`src/rtl/core/pcta_pkg.sv`:
```
// shared types, constants and datapath commands of the pwm channel and timer allocator
`timescale 1ns / 1ps

package pcta_pkg;

    // default sizes of the allocator
    localparam int CHANNELS_PER_GROUP_DEF = 8;
    localparam int TIMERS_PER_GROUP_DEF   = 4;
    localparam int SPEED_GROUPS_DEF       = 2;
    localparam int FRACTION_BITS_DEF      = 16;

    // field widths
    localparam int ACTION_W   = 2;
    localparam int PIN_W      = 6;
    localparam int FREQ_W     = 26;
    localparam int RES_W      = 5;
    localparam int DUTY_W     = 21;
    localparam int FRAC_W     = 17;
    localparam int STATUS_W   = 2;
    localparam int CHAN_W     = 3;
    localparam int TMR_W      = 2;
    localparam int CFG_IDX_W  = 1;
    localparam int CFG_DATA_W = 26;

    localparam logic [RES_W-1:0]  MAX_RES        = 5'd20;
    localparam logic [FREQ_W-1:0] DFLT_FREQ_RST  = 26'd50;
    localparam logic [RES_W-1:0]  DFLT_RES_RST   = 5'd16;

    // request codes
    localparam logic [ACTION_W-1:0] ACT_CONFIGURE = 2'd0;
    localparam logic [ACTION_W-1:0] ACT_WRITE     = 2'd1;
    localparam logic [ACTION_W-1:0] ACT_STOP      = 2'd2;

    // result status codes
    localparam logic [STATUS_W-1:0] ST_OK          = 2'd0;
    localparam logic [STATUS_W-1:0] ST_BAD_RES     = 2'd1;
    localparam logic [STATUS_W-1:0] ST_NO_RESOURCE = 2'd2;

    // configuration register indexes
    localparam logic [CFG_IDX_W-1:0] CFG_DFLT_FREQ = 1'b0;
    localparam logic [CFG_IDX_W-1:0] CFG_DFLT_RES  = 1'b1;

    typedef struct packed {
        logic [ACTION_W-1:0] action;
        logic [PIN_W-1:0]    pin;
        logic [FREQ_W-1:0]   frequency;
        logic [RES_W-1:0]    resolution;
        logic [DUTY_W-1:0]   duty_raw;
        logic [FRAC_W-1:0]   duty_fraction;
    } t_in_word;

    typedef struct packed {
        logic [STATUS_W-1:0] status;
        logic                speed_group;
        logic [CHAN_W-1:0]   channel;
        logic [TMR_W-1:0]    timer;
        logic                timer_new;
        logic [FREQ_W-1:0]   timer_frequency;
        logic [RES_W-1:0]    timer_resolution;
        logic [DUTY_W-1:0]   duty_out;
        logic                channel_found;
    } t_out_word;

    // commands from controller to datapath
    typedef enum logic [3:0] {
        OP_IDLE,
        OP_START,
        OP_ALLOC_BEGIN,
        OP_CH_STEP,
        OP_CH_TAKE,
        OP_REF_STEP,
        OP_DROP_END,
        OP_TM_STEP,
        OP_CLAIM,
        OP_NEXT_GRP,
        OP_FAIL,
        OP_LOOK_STEP,
        OP_W_HIT,
        OP_DUTY,
        OP_STOP_FREE
    } t_dp_op;

    // status from datapath to controller
    typedef struct packed {
        logic [ACTION_W-1:0] action;
        logic                res_bad;
        logic                ch_hit;
        logic                have_c;
        logic                has_timer;
        logic                tm_hit;
        logic                have_t;
        logic                ch_last;
        logic                tm_last;
        logic                grp_last;
    } t_dp_status;

endpackage

```
`src/rtl/core/pcta_ctrl.sv`:
```
// sequencing state machine of the pwm channel and timer allocator
`timescale 1ns / 1ps

module pcta_ctrl
    import pcta_pkg::*;
(
    input  logic       i_clk,
    input  logic       i_rst_n,
    input  logic       i_start,
    input  t_dp_status i_status,
    output t_dp_op     o_op,
    output logic       o_busy,
    output logic       o_done
);

    typedef enum logic [3:0] {
        S_IDLE,
        S_DISPATCH,
        S_LOOK,
        S_W_HIT,
        S_ALLOC,
        S_CH,
        S_CH_DONE,
        S_DROP,
        S_DROP_END,
        S_TM,
        S_TM_DONE,
        S_DUTY,
        S_STOP_SCAN,
        S_STOP_FREE,
        S_STOP_NEXT,
        S_DONE
    } t_state;

    t_state r_state;
    t_state n_state;
    logic   r_busy;
    logic   r_done;

    always_comb begin
        n_state = r_state;
        o_op    = OP_IDLE;
        unique case (r_state)
            S_IDLE: begin
                if (i_start) begin
                    o_op    = OP_START;
                    n_state = S_DISPATCH;
                end
            end
            S_DISPATCH: begin
                case (i_status.action)
                    ACT_CONFIGURE: n_state = S_ALLOC;
                    ACT_WRITE:     n_state = S_LOOK;
                    ACT_STOP:      n_state = S_STOP_SCAN;
                    default:       n_state = S_DONE;
                endcase
            end
            S_LOOK: begin
                o_op = OP_LOOK_STEP;
                if (i_status.ch_hit) begin
                    n_state = S_W_HIT;
                end else if (i_status.ch_last && i_status.grp_last) begin
                    n_state = S_ALLOC;
                end
            end
            S_W_HIT: begin
                o_op    = OP_W_HIT;
                n_state = i_status.has_timer ? S_DUTY : S_DONE;
            end
            S_ALLOC: begin
                o_op    = OP_ALLOC_BEGIN;
                n_state = i_status.res_bad ? S_DONE : S_CH;
            end
            S_CH: begin
                o_op = OP_CH_STEP;
                if (i_status.ch_hit || i_status.ch_last) begin
                    n_state = S_CH_DONE;
                end
            end
            S_CH_DONE: begin
                if (i_status.have_c) begin
                    o_op    = OP_CH_TAKE;
                    n_state = i_status.has_timer ? S_DROP : S_TM;
                end else if (i_status.grp_last) begin
                    o_op    = OP_FAIL;
                    n_state = S_DONE;
                end else begin
                    o_op    = OP_NEXT_GRP;
                    n_state = S_CH;
                end
            end
            S_DROP: begin
                o_op = OP_REF_STEP;
                if (i_status.ch_last) begin
                    n_state = S_DROP_END;
                end
            end
            S_DROP_END: begin
                o_op    = OP_DROP_END;
                n_state = (i_status.action == ACT_STOP) ? S_STOP_NEXT : S_TM;
            end
            S_TM: begin
                o_op = OP_TM_STEP;
                if (i_status.tm_hit || i_status.tm_last) begin
                    n_state = S_TM_DONE;
                end
            end
            S_TM_DONE: begin
                if (i_status.have_t) begin
                    o_op    = OP_CLAIM;
                    n_state = (i_status.action == ACT_WRITE) ? S_DUTY : S_DONE;
                end else if (i_status.grp_last) begin
                    o_op    = OP_FAIL;
                    n_state = S_DONE;
                end else begin
                    o_op    = OP_NEXT_GRP;
                    n_state = S_CH;
                end
            end
            S_DUTY: begin
                o_op    = OP_DUTY;
                n_state = S_DONE;
            end
            S_STOP_SCAN: begin
                o_op = OP_CH_STEP;
                if (i_status.ch_hit) begin
                    n_state = S_STOP_FREE;
                end else if (i_status.ch_last) begin
                    n_state = S_STOP_NEXT;
                end
            end
            S_STOP_FREE: begin
                o_op    = OP_STOP_FREE;
                n_state = i_status.has_timer ? S_DROP : S_STOP_NEXT;
            end
            S_STOP_NEXT: begin
                if (i_status.grp_last) begin
                    n_state = S_DONE;
                end else begin
                    o_op    = OP_NEXT_GRP;
                    n_state = S_STOP_SCAN;
                end
            end
            S_DONE: begin
                n_state = S_IDLE;
            end
            default: begin
                n_state = S_IDLE;
            end
        endcase
    end

    always_ff @(posedge i_clk) begin
        if (!i_rst_n) begin
            r_state <= S_IDLE;
            r_busy  <= 1'b0;
            r_done  <= 1'b0;
        end else begin
            r_state <= n_state;
            r_busy  <= (n_state != S_IDLE);
            r_done  <= (n_state == S_DONE);
        end
    end

    assign o_busy = r_busy;
    assign o_done = r_done;

endmodule

```
`src/rtl/core/pcta_dp.sv`:
```
// channel and timer tables, scan registers and duty arithmetic of the allocator
`timescale 1ns / 1ps

module pcta_dp
    import pcta_pkg::*;
#(
    parameter int CHANNELS_PER_GROUP = CHANNELS_PER_GROUP_DEF,
    parameter int TIMERS_PER_GROUP   = TIMERS_PER_GROUP_DEF,
    parameter int SPEED_GROUPS       = SPEED_GROUPS_DEF,
    parameter int FRACTION_BITS      = FRACTION_BITS_DEF
)
(
    input  logic                  i_clk,
    input  logic                  i_rst_n,
    input  t_in_word              i_word,
    input  logic                  i_cfg_we,
    input  logic [CFG_IDX_W-1:0]  i_cfg_index,
    input  logic [CFG_DATA_W-1:0] i_cfg_wdata,
    input  t_dp_op                i_op,
    output t_dp_status            o_status,
    output t_out_word             o_word
);

    localparam int CW = (CHANNELS_PER_GROUP > 1) ? $clog2(CHANNELS_PER_GROUP) : 1;
    localparam int TW = (TIMERS_PER_GROUP > 1) ? $clog2(TIMERS_PER_GROUP) : 1;
    localparam int GW = (SPEED_GROUPS > 1) ? $clog2(SPEED_GROUPS) : 1;
    localparam int IW = (CW > TW) ? CW : TW;
    localparam int FW = (FRAC_W > FRACTION_BITS + 1) ? FRAC_W : FRACTION_BITS + 1;
    localparam int DW = FW + 21;
    localparam logic [FW-1:0] FULL = {{(FW-1){1'b0}}, 1'b1} << FRACTION_BITS;
    localparam logic [DW-1:0] HALF = {{(DW-1){1'b0}}, 1'b1} << (FRACTION_BITS - 1);

    // request and settings
    t_in_word          r_req;
    logic [FREQ_W-1:0] r_eff_freq;
    logic [RES_W-1:0]  r_eff_res;
    logic [FREQ_W-1:0] r_dflt_freq;
    logic [RES_W-1:0]  r_dflt_res;

    // scan registers
    logic [GW-1:0] r_grp;
    logic [IW-1:0] r_idx;
    logic          r_have_c;
    logic [CW-1:0] r_ch;
    logic          r_have_t;
    logic [TW-1:0] r_tm;
    logic [TW-1:0] r_old;
    logic          r_used;

    // channel and timer tables
    logic              r_ch_valid [SPEED_GROUPS][CHANNELS_PER_GROUP];
    logic [PIN_W-1:0]  r_ch_pin   [SPEED_GROUPS][CHANNELS_PER_GROUP];
    logic              r_ch_tv    [SPEED_GROUPS][CHANNELS_PER_GROUP];
    logic [TW-1:0]     r_ch_tidx  [SPEED_GROUPS][CHANNELS_PER_GROUP];
    logic              r_tm_valid [SPEED_GROUPS][TIMERS_PER_GROUP];
    logic [FREQ_W-1:0] r_tm_freq  [SPEED_GROUPS][TIMERS_PER_GROUP];
    logic [RES_W-1:0]  r_tm_res   [SPEED_GROUPS][TIMERS_PER_GROUP];

    t_out_word r_out;

    logic [CW-1:0]     ch_addr;
    logic [TW-1:0]     tm_addr;
    logic              ch_v;
    logic [PIN_W-1:0]  ch_p;
    logic              ch_tv;
    logic [TW-1:0]     ch_ti;
    logic              tm_v;
    logic [FREQ_W-1:0] tm_f;
    logic [RES_W-1:0]  tm_r;
    logic              ch_hit;
    logic              ref_hit;
    logic              tm_hit;
    logic              ch_last;
    logic              grp_last;
    logic [RES_W-1:0]  res_clamp;
    logic [FW-1:0]     frac_ext;
    logic [FW-1:0]     frac_sat;
    logic [DW-1:0]     duty_sum;
    logic [DUTY_W-1:0] duty_val;

    // one read address per table
    always_comb begin
        case (i_op)
            OP_CH_TAKE, OP_W_HIT, OP_CLAIM, OP_STOP_FREE: ch_addr = r_ch;
            default:                                      ch_addr = r_idx[CW-1:0];
        endcase
        case (i_op)
            OP_DROP_END:       tm_addr = r_old;
            OP_CLAIM, OP_DUTY: tm_addr = r_tm;
            default:           tm_addr = r_idx[TW-1:0];
        endcase
    end

    assign ch_v  = r_ch_valid[r_grp][ch_addr];
    assign ch_p  = r_ch_pin[r_grp][ch_addr];
    assign ch_tv = r_ch_tv[r_grp][ch_addr];
    assign ch_ti = r_ch_tidx[r_grp][ch_addr];
    assign tm_v  = r_tm_valid[r_grp][tm_addr];
    assign tm_f  = r_tm_freq[r_grp][tm_addr];
    assign tm_r  = r_tm_res[r_grp][tm_addr];

    assign ch_hit   = ch_v && (ch_p == r_req.pin);
    assign ref_hit  = ch_tv && (ch_ti == r_old);
    assign tm_hit   = tm_v && (tm_f == r_eff_freq) && (tm_r == r_eff_res);
    assign ch_last  = (r_idx == IW'(CHANNELS_PER_GROUP - 1));
    assign grp_last = (r_grp == GW'(SPEED_GROUPS - 1));

    // round half up of fraction times two to the resolution
    assign res_clamp = (tm_r > MAX_RES) ? MAX_RES : tm_r;
    assign frac_ext  = FW'(r_req.duty_fraction);
    assign frac_sat  = (frac_ext > FULL) ? FULL : frac_ext;
    assign duty_sum  = (DW'(frac_sat) << res_clamp) + HALF;
    assign duty_val  = duty_sum[FRACTION_BITS+DUTY_W-1:FRACTION_BITS];

    always_comb begin
        o_status.action    = r_req.action;
        o_status.res_bad   = (r_eff_res == '0) || (r_eff_res > MAX_RES);
        o_status.ch_hit    = ch_hit;
        o_status.have_c    = r_have_c;
        o_status.has_timer = ch_tv;
        o_status.tm_hit    = tm_hit;
        o_status.have_t    = r_have_t;
        o_status.ch_last   = ch_last;
        o_status.tm_last   = (r_idx == IW'(TIMERS_PER_GROUP - 1));
        o_status.grp_last  = grp_last;
    end

    // defaults used by write when the pin holds no channel
    always_ff @(posedge i_clk) begin
        if (!i_rst_n) begin
            r_dflt_freq <= DFLT_FREQ_RST;
            r_dflt_res  <= DFLT_RES_RST;
        end else if (i_cfg_we) begin
            unique case (i_cfg_index)
                CFG_DFLT_FREQ: r_dflt_freq <= i_cfg_wdata[FREQ_W-1:0];
                CFG_DFLT_RES:  r_dflt_res  <= i_cfg_wdata[RES_W-1:0];
                default:       r_dflt_res  <= r_dflt_res;
            endcase
        end
    end

    always_ff @(posedge i_clk) begin
        if (!i_rst_n) begin
            r_ch_valid <= '{default: '0};
            r_ch_tv    <= '{default: '0};
            r_tm_valid <= '{default: '0};
            r_grp      <= '0;
            r_idx      <= '0;
            r_have_c   <= 1'b0;
            r_have_t   <= 1'b0;
            r_used     <= 1'b0;
        end else begin
            unique case (i_op)
                OP_START: begin
                    r_req      <= i_word;
                    r_eff_freq <= (i_word.action == ACT_WRITE) ? r_dflt_freq : i_word.frequency;
                    r_eff_res  <= (i_word.action == ACT_WRITE) ? r_dflt_res : i_word.resolution;
                    r_grp      <= '0;
                    r_idx      <= '0;
                    r_have_c   <= 1'b0;
                    r_have_t   <= 1'b0;
                    r_out      <= '0;
                end
                OP_ALLOC_BEGIN: begin
                    r_grp    <= '0;
                    r_idx    <= '0;
                    r_have_c <= 1'b0;
                    r_have_t <= 1'b0;
                    if (o_status.res_bad) begin
                        r_out.status <= ST_BAD_RES;
                    end
                end
                OP_CH_STEP: begin
                    // own channel wins, else the first free one
                    if (ch_hit || (!r_have_c && !ch_v)) begin
                        r_ch     <= r_idx[CW-1:0];
                        r_have_c <= 1'b1;
                    end
                    r_idx <= r_idx + 1'b1;
                end
                OP_CH_TAKE: begin
                    r_idx  <= '0;
                    r_used <= 1'b0;
                    if (ch_tv) begin
                        r_old                     <= ch_ti;
                        r_ch_tv[r_grp][ch_addr]   <= 1'b0;
                        r_ch_tidx[r_grp][ch_addr] <= '0;
                    end
                end
                OP_REF_STEP: begin
                    if (ref_hit) begin
                        r_used <= 1'b1;
                    end
                    r_idx <= r_idx + 1'b1;
                end
                OP_DROP_END: begin
                    if (!r_used) begin
                        r_tm_valid[r_grp][tm_addr] <= 1'b0;
                    end
                    r_idx <= '0;
                end
                OP_TM_STEP: begin
                    if (tm_hit || (!r_have_t && !tm_v)) begin
                        r_tm     <= r_idx[TW-1:0];
                        r_have_t <= 1'b1;
                    end
                    r_idx <= r_idx + 1'b1;
                end
                OP_CLAIM: begin
                    if (!tm_v) begin
                        r_tm_valid[r_grp][tm_addr] <= 1'b1;
                        r_tm_freq[r_grp][tm_addr]  <= r_eff_freq;
                        r_tm_res[r_grp][tm_addr]   <= r_eff_res;
                    end
                    r_ch_valid[r_grp][ch_addr] <= 1'b1;
                    r_ch_pin[r_grp][ch_addr]   <= r_req.pin;
                    r_ch_tv[r_grp][ch_addr]    <= 1'b1;
                    r_ch_tidx[r_grp][ch_addr]  <= r_tm;
                    r_out.status           <= ST_OK;
                    r_out.speed_group      <= r_grp[0];
                    r_out.channel          <= CHAN_W'(r_ch);
                    r_out.timer            <= TMR_W'(r_tm);
                    r_out.timer_new        <= !tm_v;
                    r_out.timer_frequency  <= r_eff_freq;
                    r_out.timer_resolution <= r_eff_res;
                    r_out.duty_out         <= r_req.duty_raw;
                end
                OP_NEXT_GRP: begin
                    r_grp    <= r_grp + 1'b1;
                    r_idx    <= '0;
                    r_have_c <= 1'b0;
                    r_have_t <= 1'b0;
                end
                OP_FAIL: begin
                    r_out.status <= ST_NO_RESOURCE;
                end
                OP_LOOK_STEP: begin
                    // walk every group for the pin's own channel
                    if (ch_hit) begin
                        r_ch     <= r_idx[CW-1:0];
                        r_have_c <= 1'b1;
                    end else if (ch_last) begin
                        r_idx <= '0;
                        if (!grp_last) begin
                            r_grp <= r_grp + 1'b1;
                        end
                    end else begin
                        r_idx <= r_idx + 1'b1;
                    end
                end
                OP_W_HIT: begin
                    r_out.speed_group <= r_grp[0];
                    r_out.channel     <= CHAN_W'(r_ch);
                    if (ch_tv) begin
                        r_tm        <= ch_ti;
                        r_out.timer <= TMR_W'(ch_ti);
                    end else begin
                        r_out.status <= ST_NO_RESOURCE;
                    end
                end
                OP_DUTY: begin
                    r_out.duty_out         <= duty_val;
                    r_out.timer_frequency  <= tm_f;
                    r_out.timer_resolution <= tm_r;
                end
                OP_STOP_FREE: begin
                    r_old                      <= ch_ti;
                    r_ch_valid[r_grp][ch_addr] <= 1'b0;
                    r_ch_tv[r_grp][ch_addr]    <= 1'b0;
                    r_out.channel_found        <= 1'b1;
                    r_out.speed_group          <= r_grp[0];
                    r_out.channel              <= CHAN_W'(r_ch);
                    r_idx                      <= '0;
                    r_used                     <= 1'b0;
                end
                default: begin
                    r_used <= r_used;
                end
            endcase
        end
    end

    assign o_word = r_out;

endmodule

```
`src/rtl/core/pwm_channel_timer_allocator.sv`:
```
// top level of the pwm channel and timer allocator: controller plus datapath
// configure checks the resolution, then per group scans the channels, releases the old timer
// if no other channel uses it, and scans the timers; write first seeks the pin in every group
// and allocates if none holds it, then works out the duty; stop frees the pin's channel in each group
// and its unused timer; one word at a time, next start taken the cycle after o_done
// sync active-low reset frees all channels and timers, restores defaults; results never stall
`timescale 1ns / 1ps

module pwm_channel_timer_allocator
    import pcta_pkg::*;
#(
    parameter int CHANNELS_PER_GROUP = CHANNELS_PER_GROUP_DEF,
    parameter int TIMERS_PER_GROUP   = TIMERS_PER_GROUP_DEF,
    parameter int SPEED_GROUPS       = SPEED_GROUPS_DEF,
    parameter int FRACTION_BITS      = FRACTION_BITS_DEF
)
(
    input  logic                  i_clk,
    input  logic                  i_rst_n,
    // request word, taken when start is high and busy is low
    input  logic                  start,
    output logic                  busy,
    input  t_in_word              i_word,
    // default settings write port
    input  logic                  i_cfg_we,
    input  logic [CFG_IDX_W-1:0]  i_cfg_index,
    input  logic [CFG_DATA_W-1:0] i_cfg_wdata,
    // result word, valid from the single cycle o_done is high until the next request is taken
    output logic                  o_done,
    output t_out_word             o_word
);

    // command and status between sequencer and tables
    t_dp_op     dp_op;
    t_dp_status dp_status;

    pcta_ctrl u_ctrl (
        .i_clk    (i_clk),
        .i_rst_n  (i_rst_n),
        .i_start  (start),
        .i_status (dp_status),
        .o_op     (dp_op),
        .o_busy   (busy),
        .o_done   (o_done)
    );

    // channel/timer tables; scans walk one entry a cycle under controller command
    pcta_dp #(
        .CHANNELS_PER_GROUP (CHANNELS_PER_GROUP),
        .TIMERS_PER_GROUP   (TIMERS_PER_GROUP),
        .SPEED_GROUPS       (SPEED_GROUPS),
        .FRACTION_BITS      (FRACTION_BITS)
    ) u_dp (
        .i_clk       (i_clk),
        .i_rst_n     (i_rst_n),
        .i_word      (i_word),
        .i_cfg_we    (i_cfg_we),
        .i_cfg_index (i_cfg_index),
        .i_cfg_wdata (i_cfg_wdata),
        .i_op        (dp_op),
        .o_status    (dp_status),
        .o_word      (o_word)
    );

endmodule

```
`config.mk`:
```
export PLATFORM = sky130hd
export DESIGN_NAME = pwm_channel_timer_allocator
export DESIGN_NICKNAME = d
export VERILOG_FILES = /design/src/rtl/core/pcta_pkg.sv /design/src/rtl/core/pcta_ctrl.sv /design/src/rtl/core/pcta_dp.sv /design/src/rtl/core/pwm_channel_timer_allocator.sv
export SDC_FILE = /design/constraint.sdc
export NUM_CORES = 1
export LEC_CHECK = 0
export BUFFER_PORTS_ARGS = -buffer_cell sky130_fd_sc_hd__buf_2
export CAP_MARGIN = 5
export CORE_MARGIN = 2
export CORE_UTILIZATION = 30
export CTS_BUF_LIST = sky130_fd_sc_hd__clkbuf_4
export CTS_CLUSTER_SIZE = 8
export DETAILED_ROUTE_END_ITERATION = 10
export MAX_ROUTING_LAYER = met4
export SLEW_MARGIN = 20
export SYNTH_ARGS = -nofsm -noshare
export SYNTH_HDL_FRONTEND = slang
export SYNTH_SLANG_ARGS = --single-unit
```
`constraint.sdc`:
```
create_clock -name i_clk -period 7.4 [get_ports i_clk]
set_input_delay 1.85 -clock i_clk [delete_from_list [all_inputs] [get_ports i_clk]]
set_output_delay 1.85 -clock i_clk [all_outputs]
set_load 0.1 [all_outputs]
```
==> flow_metrics.py <==
metrics = {
    "cts": {
        "clockBufferDepth": 3,
        "cts.clk_slew.worst_paths_ps": 70,
        "insertion_delay_ps": 1030,
        "cts_max_level": 4,
        "cts_made_buffers": 163,
        "cts_hold_buf": 0,
        "cts_tree": "done",
        "post_cts_resized": 0,
        "cts-root-buf": "clkbuf_4",
        "cts_setup_buffers": 0,
        "cts_sinks": 607,
    },
    "pwr": {
        "seq_power_share_pct": 32.8,
        "power_density_nw_per_um2": 420,
        "switching_power_mw": 5.85,
        "ir_drop_mv": 0.235,
        "switching_share_pct": 44.0,
        "pwr-share-clk_pct": 21.3,
        "comb_power_share_pct": 45.9,
        "finalPower_mw": 13.3,
        "leakage_nw": 10.6,
        "p_int_mw": 7.43,
    },
    "final_layout": {
        "multi_input_area_um2": 9320,
        "drive_gt1_share_pct": 25.4,
        "post-route-util_pct": 35.2,
        "regArea_um2": 17400,
        "nets": 2516,
        "fillCellCount": 8767,
        "syn_to_final_growth_pct": 16.4,
    },
    "floorplanning": {
        "num_rows": 110,
        "fp.coreArea_um2": 89900,
        "die_w_um": 305,
        "die_y_um": 305,
        "die_area_um2": 93000,
        "io_pins": 172,
        "start_util_pct": 30.2,
    },
    "sta": {
        "min_period_ps": 6620,
        "fin_worst_skew_ps": 83.1,
        "slew_viol_final": 0,
        "rsz0062_at_grt": "false",
        "setup_viol": 0,
        "max_slew_margin_pct": 27.1,
        "max_freq_mhz": 151,
        "hold_ws_ps": 448,
        "fin_crit_sh_pct": 89.5,
        "fin_tns_setup_ps": 0,
        "tightest_slew_ps": 1090,
        "hold_viol": 0,
    },
    "placed_design": {
        "hpwl_mm": 55.3,
        "place_congestion": 0.915,
        "numPortBuffers": 171,
    },
    "synthesis": {
        "synth_warnings": 0,
        "ys.flop_type": "edfxtp_1",
        "async_flop_share_pct": 0,
        "synth_edf_count": 522,
        "synth_seq_cells": 607,
        "yosysTopAreaCell": "edfxtp_1",
        "yosysUniqueCellTypes": 92,
        "ys_top_cells_by_count": "edfxtp_1 (522), nand2_1 (301), nor2_1 (152)",
        "synth_area_um2": 27200,
        "syn_inst": 2125,
        "yosysSeqAreaShare_pct": 63.9,
        "syn_avg_cell_area_um2": 12.8,
        "synth_nets": 2237,
        "yosysMostFrequentCell": "edfxtp_1",
        "synth.top_cell.area_share_pct": 57.7,
        "yosys-top-cells-area": "edfxtp_1 (58%), dfxtp_1 (6.3%), mux2i_1 (5.0%)",
    },
    "routing": {
        "wl_per_cell_um": 22.3,
        "wl_mm": 82.3,
        "first_pass_iters": 6,
        "vias_per_cell": 5.22,
        "drtIter0Drc": 1995,
        "ant_nets": 0,
        "vias": 19300,
        "drc": 0,
    },
    "run": {
        "cap_violations": 0,
    },
    "global_routing": {
        "grt_max_degree": 56,
        "grt_overflow_total": 0,
        "first_global_vias": 19800,
        "grt.total_usage_pct": 18.0,
        "grt_pass1_wl_mm": 124,
        "antenna_found_initial": 4,
    },
    "status": {
        "outcome": "finished clean",
    },
    "setup_path": {
        "critPathLaunchType": "flip-flop",
        "critPathKind": "reg2reg",
        "cp-end-kind": "flip-flop",
        "critical_path.top_delay_family": "compound AO/OA/AOI/OAI gates",
        "regToRegSetupSlack_ps": 780,
        "crit_chain": "inv_1 > a311oi_1 > o221ai_2 > buf_4 > o21ai_2 > mux2i_1 > nor2_1 > nand2_1 > o221ai_1 > a211oi_1 > nand4_1 > or4_1 > a31o_2 > a221oi_1 > nor3_1",
        "crit_buf_inv": 2,
        "critPathMaxFanout": 22,
        "critPathRequiredTime_ps": 8300,
        "slowest_delay_ps": 900,
        "arrival_ps": 7520,
        "cpMaxStageDelayCell": "mux2i_1",
    },
    "hold_path": {
        "hp-class": "reg2reg",
    },
}
==> sequential cells by signal (all words and copies together) (netlist names), 4 cells and up, named ones only <==
| name | flops |
|---|---|
| u_dp.r_eff_res | 5 |
| u_ctrl.r_state | 4 |
| u_dp.r_tm_res | 40 |
| u_dp.r_ch_tidx | 32 |
| u_dp.r_tm_freq | 208 |
| u_dp.r_eff_freq | 26 |
| u_dp.r_req | 27 |
| u_dp.frac_ext | 17 |
| u_dp.r_dflt_freq | 26 |
| u_dp.r_dflt_res | 5 |
| u_dp.o_word | 62 |
| u_dp.r_ch_pin | 96 |
==> cell usage in the layout (no fill, tap or decap), types with 16 or more instances in the layout <==
| master | instances |
|---|---|
| o21ai_0 | 85 |
| inv_1 | 21 |
| and2_1 | 16 |
| xnor2_1 | 42 |
| buf_2 | 171 |
| mux4_2 | 40 |
| a21oi_1 | 84 |
| nand3_1 | 68 |
| clkinv_1 | 26 |
| edfxtp_1 | 522 |
| nor2_1 | 150 |
| nor3_1 | 40 |
| a31oi_1 | 33 |
| mux2_2 | 46 |
| a22oi_1 | 16 |
| clkbuf_4 | 230 |
| dfxtp_1 | 84 |
| o22ai_1 | 20 |
| nand2_1 | 300 |
| o211ai_1 | 16 |
| a211oi_1 | 18 |
| mux2i_1 | 137 |
| buf_4 | 71 |
==> per-stage QoR <==
step	cells	worst slack, ps	area, um^2
floorplan	2125	-246	27200
global placement	3415	301	29700
CTS	3689	865	31600
finish	3694	777	31600
detailed placement	3415	239	29700
global route	3694	362	31600
==> cell families (layout without fill, tap and decap cells) <==
kind of cell,Yosys count,in the layout,synth area share [%]
compound gates,400,400,10.0
mux,225,225,10.4
xor+xnor,53,53,1.71
other cells,0,5,0
simple gates,685,685,11.5
fa+ha+maj,4,4,0.184
buf+inv,151,539,2.31
flops,607,607,63.9
==> worst min-delay path, delay by kind of cell, from the launching register on <==
| family | cells | cell delay (ps) |
|---|---|---|
| DFF | 1 | 310 |
| AOI/OAI and AO/OA | 1 | 50 |
| buffers and inverters | 1 | 50 |
==> layer usage <==
| layer | vias up | wire length, um | track usage (%) | part of all wire [%] |
|---|---|---|---|---|
| li1 | 8744 | - | - | - |
| met1 | 9609 | 34400 | 22.2 | 42 |
| met2 | 791 | 40800 | 29.7 | 50 |
| met3 | 132 | 5340 | 3.73 | 6.5 |
| met4 | 0 | 1740 | 5.41 | 2.1 |
| met5 | - | 0 | - | 0 |
==> power by group through the flow <==
stage,logic (mW),clock network [mW],registers [mW]
6_report,6.09,2.83,4.36
4_1_cts,6.06,2.93,4.37
3_5_place_dp,6.04,0,4.44
2_1_floorplan,3.67,0,4.89
3_3_place_gp,6.07,0,4.43
5_1_grt,6.47,3.11,4.40
==> path summary, 6_finish.rpt <==
check,start,end,cells past startpoint
worst max-delay path,u_ctrl.r_state[3],u_ctrl.o_done,15
worst min-delay path,flip-flop,flip-flop,2
worst max register to register,u_ctrl.r_state[3],u_ctrl.o_done,15
worst min register to register,flip-flop,flip-flop,2
==> cell type report <==
type	count	share of cell area, %
Multi-Input combinational cell	1367	29.5
Sequential cell	607	55.0
Clock inverter	44	0.704
Timing Repair Buffer	243	4.45
Clock buffer	230	5.46
Inverter	22	0.261
Antenna cell	5	0.0396
Tap cell	1176	4.65
(Power assumes the default switching activity.)
